$ cat src/hdl/dep_pkg.sv
// shared types, constants and codes for the double-ended priority queue
`default_nettype none

package dep_pkg;

    localparam int CAPACITY = 1024;
    localparam int IDX_W    = $clog2(CAPACITY);
    localparam int CNT_W    = $clog2(CAPACITY + 1);

    // command codes
    localparam logic [1:0] CMD_INSERT  = 2'd0;
    localparam logic [1:0] CMD_POP_MAX = 2'd1;
    localparam logic [1:0] CMD_POP_MIN = 2'd2;

    // result status codes
    localparam logic [2:0] ST_POPPED   = 3'd0;
    localparam logic [2:0] ST_EMPTY    = 3'd1;
    localparam logic [2:0] ST_INSERTED = 3'd2;
    localparam logic [2:0] ST_IGNORED  = 3'd3;
    localparam logic [2:0] ST_FULL     = 3'd4;

    // memory read address select
    localparam logic [1:0] RD_MID   = 2'd0;
    localparam logic [1:0] RD_LAST  = 2'd1;
    localparam logic [1:0] RD_FIRST = 2'd2;
    localparam logic [1:0] RD_BELOW = 2'd3;

    typedef struct packed {
        logic [1:0]          cmd;
        logic signed [31:0]  key;
        logic signed [31:0]  payload;
    } in_word_t;

    typedef struct packed {
        logic signed [31:0]  result_value;
        logic [2:0]          status;
    } out_word_t;

    typedef struct packed {
        logic signed [31:0]  key;
        logic signed [31:0]  payload;
    } entry_t;

    // controller to datapath
    typedef struct packed {
        logic        in_load;
        logic        srch_init;
        logic        cmp_upd;
        logic        rd_en;
        logic [1:0]  rd_sel;
        logic        idx_init;
        logic        idx_dec;
        logic        wr_shift;
        logic        wr_new;
        logic        cnt_inc;
        logic        cnt_dec;
        logic        head_inc;
        logic        res_set;
        logic        res_from_mem;
        logic [2:0]  res_status;
        logic        out_load;
    } ctrl_cmd_t;

    // datapath to controller
    typedef struct packed {
        logic [1:0]  op;
        logic        cnt_zero;
        logic        cnt_full;
        logic        lo_eq_hi;
        logic        idx_eq_lo;
        logic        found;
        logic        out_free;
    } dp_stat_t;

endpackage

`default_nettype wire

$ cat src/hdl/dep_ctrl.sv
// sequencing state machine for the double-ended priority queue
`default_nettype none

module dep_ctrl
    import dep_pkg::*;
(
    input  wire logic       clk,
    input  wire logic       rst_n,
    input  wire logic       in_valid,
    output logic            in_stall,
    input  wire dp_stat_t   stat,
    output ctrl_cmd_t       cmd
);

    localparam logic [3:0] S_IDLE     = 4'd0;
    localparam logic [3:0] S_DECODE   = 4'd1;
    localparam logic [3:0] S_SEARCH   = 4'd2;
    localparam logic [3:0] S_COMPARE  = 4'd3;
    localparam logic [3:0] S_CHECK    = 4'd4;
    localparam logic [3:0] S_SH_RD    = 4'd5;
    localparam logic [3:0] S_SH_WR    = 4'd6;
    localparam logic [3:0] S_INS_WR   = 4'd7;
    localparam logic [3:0] S_POP_DATA = 4'd8;
    localparam logic [3:0] S_FINISH   = 4'd9;

    logic [3:0] state_reg;
    logic [3:0] state_next;

    always_ff @(posedge clk or negedge rst_n)
    begin
        if (!rst_n)
        begin
            state_reg <= S_IDLE;
        end
        else
        begin
            state_reg <= state_next;
        end
    end

    always_comb
    begin
        cmd        = '0;
        state_next = state_reg;
        in_stall   = (state_reg != S_IDLE);
        case (state_reg)
            S_IDLE:
            begin
                if (in_valid)
                begin
                    cmd.in_load = 1'b1;
                    state_next  = S_DECODE;
                end
            end
            S_DECODE:
            begin
                case (stat.op)
                    CMD_INSERT:
                    begin
                        cmd.srch_init = 1'b1;
                        state_next    = S_SEARCH;
                    end
                    CMD_POP_MAX, CMD_POP_MIN:
                    begin
                        if (stat.cnt_zero)
                        begin
                            cmd.res_set    = 1'b1;
                            cmd.res_status = ST_EMPTY;
                            state_next     = S_FINISH;
                        end
                        else
                        begin
                            cmd.rd_en  = 1'b1;
                            cmd.rd_sel = (stat.op == CMD_POP_MAX) ? RD_LAST : RD_FIRST;
                            state_next = S_POP_DATA;
                        end
                    end
                    default:
                    begin
                        cmd.res_set    = 1'b1;
                        cmd.res_status = ST_IGNORED;
                        state_next     = S_FINISH;
                    end
                endcase
            end
            S_SEARCH:
            begin
                if (stat.lo_eq_hi)
                begin
                    state_next = S_CHECK;
                end
                else
                begin
                    cmd.rd_en  = 1'b1;
                    cmd.rd_sel = RD_MID;
                    state_next = S_COMPARE;
                end
            end
            S_COMPARE:
            begin
                cmd.cmp_upd = 1'b1;
                state_next  = S_SEARCH;
            end
            S_CHECK:
            begin
                if (stat.found)
                begin
                    cmd.res_set    = 1'b1;
                    cmd.res_status = ST_IGNORED;
                    state_next     = S_FINISH;
                end
                else if (stat.cnt_full)
                begin
                    cmd.res_set    = 1'b1;
                    cmd.res_status = ST_FULL;
                    state_next     = S_FINISH;
                end
                else
                begin
                    cmd.idx_init = 1'b1;
                    state_next   = S_SH_RD;
                end
            end
            S_SH_RD:
            begin
                if (stat.idx_eq_lo)
                begin
                    state_next = S_INS_WR;
                end
                else
                begin
                    cmd.rd_en  = 1'b1;
                    cmd.rd_sel = RD_BELOW;
                    state_next = S_SH_WR;
                end
            end
            S_SH_WR:
            begin
                cmd.wr_shift = 1'b1;
                cmd.idx_dec  = 1'b1;
                state_next   = S_SH_RD;
            end
            S_INS_WR:
            begin
                cmd.wr_new     = 1'b1;
                cmd.cnt_inc    = 1'b1;
                cmd.res_set    = 1'b1;
                cmd.res_status = ST_INSERTED;
                state_next     = S_FINISH;
            end
            S_POP_DATA:
            begin
                cmd.cnt_dec      = 1'b1;
                cmd.head_inc     = (stat.op == CMD_POP_MIN);
                cmd.res_set      = 1'b1;
                cmd.res_from_mem = 1'b1;
                cmd.res_status   = ST_POPPED;
                state_next       = S_FINISH;
            end
            S_FINISH:
            begin
                if (stat.out_free)
                begin
                    cmd.out_load = 1'b1;
                    state_next   = S_IDLE;
                end
            end
            default:
            begin
                state_next = S_IDLE;
            end
        endcase
    end

endmodule

`default_nettype wire

$ cat config.mk
export PLATFORM = sky130hd
export DESIGN_NAME = dep_ctrl
export DESIGN_NICKNAME = d
export VERILOG_FILES = /design/src/hdl/dep_pkg.sv /design/src/hdl/dep_ctrl.sv
export SDC_FILE = /design/constraint.sdc
export NUM_CORES = 1
export LEC_CHECK = 0
export BUFFER_PORTS_ARGS = -buffer_cell sky130_fd_sc_hd__buf_2
export CAP_MARGIN = 20
export CORE_AREA = 3 3 45 47
export CTS_BUF_LIST = sky130_fd_sc_hd__clkbuf_16
export CTS_CLUSTER_SIZE = 16
export DETAILED_ROUTE_END_ITERATION = 16
export DIE_AREA = 0 0 48 50
export GPL_TIMING_DRIVEN = 0
export PLACE_DENSITY = 0.76
export SETUP_SLACK_MARGIN = 0.02
export SYNTH_ARGS = -nofsm -noshare
export SYNTH_HDL_FRONTEND = slang
export SYNTH_SLANG_ARGS = --single-unit
$ cat constraint.sdc
create_clock -name clk -period 1.15 [get_ports clk]
set_input_delay 0.115 -clock clk [delete_from_list [all_inputs] [get_ports clk]]
set_output_delay 0.115 -clock clk [all_outputs]
set_load 0.1 [all_outputs]
# Word level (Yosys, flattened, before mapping)

Index checks and enable logic that the tools add are counted.

Input bits: 11
Output and inout bits: 20
Bits in registers: 4
Logic and storage cells: 59

Reduce and logical (&&, ||, !) cells: 6
Eq/ne operators: 13
Mux-type cells: 39

Operators by type and width:

| cell                                                            | count |
|---|---|
| 4-bit case mux with 9 select lines                              | 1 |
| 3-bit two-way mux                                               | 7 |
| 3-bit case mux with 3 select lines                              | 2 |
| 1-bit two-way mux                                               | 17 |
| 4-bit by 3-bit == test with 1-bit output, second input constant | 4 |
| 4-bit two-way mux                                               | 4 |
| 4-bit by 2-bit == test with 1-bit output, second input constant | 2 |
| 4-bit == test, second input constant                            | 2 |
| 2-bit two-way mux                                               | 4 |
| 4-bit case mux with 2 select lines                              | 1 |
| 4-bit by 1-bit == test with 1-bit output, second input constant | 1 |
| 4-bit logical NOT                                               | 1 |
| 2-bit != test, second input constant                            | 2 |
| 2-bit case mux with 2 select lines                              | 1 |
| 4-bit nonzero test                                              | 1 |
| 2-bit OR reduction                                              | 2 |
| 1-bit case mux with 3 select lines                              | 1 |
| 2-bit by 1-bit == test with 1-bit output, second input constant | 1 |
| 2-bit == test, second input constant                            | 1 |
| 2-bit logical NOT                                               | 1 |
| 1-bit case mux with 2 select lines                              | 1 |
| 2-bit AND reduction                                             | 1 |

# Logic depth before layout (Yosys ltp)

Depth after elaboration: 5
Depth in mapped cells: 6
Gate-level depth less buffers: 6

# Worst setup path before layout

Ideal clock, no wire load.

Path kind: flip-flop to output port
Start: register state_reg[1]
End: output port cmd[3] in the netlist's numbering
Slack: -2.908 ns
Data required time: 1.035 ns
Cell stages (with the launch flop): 5
Arrival: 3.943 ns
Path through: dfrtp_1 -> buf_2 -> or2_1 -> buf_2 -> nor4b_1

RTL lines:

| what                   | line           | text |
|---|---|---|
| start, declared        | dep_ctrl.sv:26 | `logic [3:0] state_reg;` |
| start signal, assigned | dep_ctrl.sv:37 | `state_reg <= state_next;` |
| end, declared          | dep_ctrl.sv:12 | `output ctrl_cmd_t cmd` |

==> flow_results.org <==
** Finish
- Cell Count, Final, Fillers Out :: 154
- Area grow syn2layout :: 169%
- Of the cells placed in the final design, the portion with a size suffix greater than 1 is 71.5%.
- Final-stage net count :: between 150 and 200
- The library cells used most frequently in the layout, excluding fill and tap cells, are 19 x sky130_fd_sc_hd__buf_4, 19 x sky130_fd_sc_hd__buf_12, 10 x sky130_fd_sc_hd__buf_2.
- The number of antenna diodes in the final layout is 0.
- The register with the most flip-flops in the layout has 4 of them.

** Synth
- During synthesis, Yosys emitted a total of 0 warnings.
- Flip-flop cell with the highest count after synthesis :: sky130_fd_sc_hd__dfrtp_1
- Fraction of the yosys area taken by sequential cells :: 16.4%
- Area fraction of the dominant cell type after synthesis :: 16.4%
- Total nets after synthesis :: 101
- Area of the mapped netlist :: 609 um^2
- In this run, synthesis produced a sequential element count of 4.
- Share of synthesized registers carrying an async set or reset :: 100%
- The number of different library cells used by synthesis comes to 35.
- The biggest area contributor in the post-synthesis netlist is sky130_fd_sc_hd__dfrtp_1.
- Syn Area/Cell :: 7.17 um^2
- Ranked by total cell area, the synthesized netlist is headed by sky130_fd_sc_hd__dfrtp_1 16%, sky130_fd_sc_hd__ha_1 10%, sky130_fd_sc_hd__nand2_1 5.5%.
- In this run, synthesis inferred 0 flip-flops with an integrated enable.
- Post-synthesis instance total :: 85

** Pwr
- Leakage power total :: 0.723 nW
- The design draws 5.13 mW.
- Worst-case vdd ir drop :: 2.77 mV
- Power spread over the standard cell area amounts to between 3000 and 4000 nW/um^2.

** Place
- In this run the tool buffered the top-level ports with 30 buffer cells.
- Including well taps, the total number of placed cells is 132.
- Detailed placement finished with a half-perimeter wire length of 1500 um.
- The congestion estimate from routability-driven global placement came to between 0.7 and 0.8.
- Pre-CTS setup slack :: -0.821 ns

** Critical path
- Required time worst endpoint :: 1.03 ns
- At the worst endpoint, the arrival time is 1.83 ns.
- Startpoint type of the worst setup path :: flip-flop
- Crit Path Class :: flip-flop to primary output
- STA classifies the critical path endpoint as a primary output.
- Reg2reg start :: state_reg[0]
- The worst register-to-register path ends at state_reg[0].
- Worst-case reg-to-reg path depth :: 6
- In this run the register-to-register setup slack is -0.56 ns.
- Crit-path max FO :: 8
- Critical path startpoint :: state_reg[0]

** Worst hold path
- Hold path cells :: 3
- Worst hold path startpoint :: stat[0]
- The tightest min-delay check is of the input pin to flip-flop type.
- The path with the worst hold slack has its endpoint at state_reg[0].

** Status
- The final reports fail on setup timing.
- The flow ran to the end, but the final reports show violations.

** STA
- At the pin with the least slew margin, the transition time is about 0.4 ns.
- The clock arrives with 0.00257 ns of skew.
- Number of hold-slack violations in the final timing report :: 0
- Setup repair after global routing could not meet its margin everywhere.
- Post-route worst setup slack :: -0.798 ns
- Maximum clock frequency :: 513 MHz
- Final setup violation count :: 24
- After layout, the worst path uses 169% of the clock period.
- Min cycle time layout :: 1.95 ns
- Number of pins with negative max-slew slack in the final report :: 0
- The worst pin sits at a relative slew slack of 73.6%.

** Clocking
- The clock drives 4 sinks.
- At the later pin of the worst-skew pair, clock insertion delay measures 0.24 ns.
- Root buffer selected by CTS :: sky130_fd_sc_hd__clkbuf_16
- In this run the number of H-tree levels came out at 1.
- Clock transition time at the flip-flop clock pins of the worst setup and hold paths :: 0.04 ns
- Buffers inserted during clock tree synthesis total 3.
- TritonCTS built the clock tree.
- Buffers from clock root to sink, at most :: 2

** Drt
- Detailed-routing iteration count for the pre-antenna-repair pass :: 5
- Drt total wl :: approximately 4000 um
- In the routed design, unresolved DRC markers number 0.
- Once detail routing completed, the nets flagged for antenna violations numbered 0.
- Vias after detailed routing :: 982
- Number of DRC markers after the initial detailed-route iteration :: 62
- In the final routed layout, each cell accounts on average for between 20 and 30 um.
- In the routed layout, each cell is associated on average with a via count of 6.38.

** Floorplan
- The initialized floorplan defines 15 standard-cell rows.
- Die footprint :: about 2400 um^2
- During I/O placement, the number of pins put on the boundary was 31.
- Vertical extent of the die :: 50 um
- The total area inside the core boundary comes to 1690 um^2.
- In this run the horizontal extent of the chip is 48 um.
- Initial standard-cell utilization of the core :: 36.1%

** Global route
- Tot GR Track Use :: a little over a quarter
- Global routing consumed, on the met3 layer, around 3.6% of the routing resources.
- Summed over all layers, the global routing overflow is 0.
- The number of global-route vias before repair is around 920.
- Global-route wire length before repair :: 4570 um
- Pin count of the biggest net entering global routing :: 11
- The initial antenna violation count came to 0.
- The global routing stage identified its most utilized layer as met2.
- Global routing used 42.3% of the available met2 tracks.
- For this run, global-route usage on met1 was measured as 33.0%.

** Flow run
- Max-cap violations :: 0
worst max-delay path by stage:
stage          slack, ns      endpoint  cells past startpoint
4_1_cts            -0.61        cmd[6]                      6
2_1_floorplan      -0.89  state_reg[2]                      5
3_5_place_dp       -0.82        cmd[5]                      7
5_1_grt            -1.01        cmd[2]                      7
6_report           -0.80        cmd[2]                      6
3_3_place_gp       -0.81        cmd[5]                      7
worst max-delay path, stage by stage (launching register included):
cell	delay [ns]
sky130_fd_sc_hd__dfrtp_2	0.49
sky130_fd_sc_hd__or2_1	0.31
sky130_fd_sc_hd__buf_6	0.16
sky130_fd_sc_hd__o21ai_1	0.17
sky130_fd_sc_hd__a21oi_1	0.15
sky130_fd_sc_hd__nor2_4	0.13
sky130_fd_sc_hd__buf_12	0.18
final cells by class:
type	count	area (um^2)
plain buffers	8	104
clock buffers	3	75.1
clock inverters	1	3.75
fillers	28	51.3
inverters	7	26.3
multi-input cells	65	717
flip-flops and latches	4	101
well taps	17	21.3
repair buffers	49	589
stage by stage:
stage	TNS, ns	utilization [%]	hold slack [ns]	instance area [um^2]
final	-12.41	97.0	0.256	1640
after global routing	-13.91	97.0	0.270	1640
after CTS	-10.01	91.0	0.204	1540
after detailed placement	-9.87	61.9	-0.0758	1050
after global placement	-9.43	61.9	-0.0786	1050
after floorplan	-10.81	-	-0.181	875
timing repair:
item,CTS,global route
buffers inserted,13,4
gates cloned,1,0
endpoints found under the hold margin,4,0
setup endpoints to repair,24,24
resized for setup,78,17
pin swaps,11,10
hold buffers,1,0
kinds of logic after synthesis:
family / Yosys count / share of synthesized area [%]
and+or+nand+nor: 43 / 40.5
AOI/OAI and AO/OA: 17 / 18.9
buffers and inverters: 16 / 14.0
adders and majority gates: 5 / 10.3
DFF: 4 / 16.4
synth_stat cells (3+ instances only):
cell and instances:
sky130_fd_sc_hd__nor2_1 9, sky130_fd_sc_hd__buf_2 5, sky130_fd_sc_hd__a21oi_1 3, sky130_fd_sc_hd__nor3_1 3
sky130_fd_sc_hd__o21ai_0 5, sky130_fd_sc_hd__nand3b_1 3, sky130_fd_sc_hd__nand2_1 9, sky130_fd_sc_hd__dfrtp_1 4
sky130_fd_sc_hd__inv_1 7, sky130_fd_sc_hd__ha_1 5, sky130_fd_sc_hd__buf_4 3, sky130_fd_sc_hd__nand2b_1 3
routing by layer:
metal | vias up | routed length, um
li1 | 399 | -
met1 | 461 | 1360
met4 | 0 | 302
met2 | 92 | 1880
met3 | 30 | 444
met5 | - | 0
report_power, final:
| part | leakage (nW) | switching, mW | internal [mW] |
|---|---|---|---|
| registers | 0.0505 | 0.0988 | 0.200 |
| clock network | 0.0423 | 0.142 | 0.453 |
| logic | 0.630 | 2.64 | 1.59 |
No activity file was read; power rests on OpenSTA's default activity.
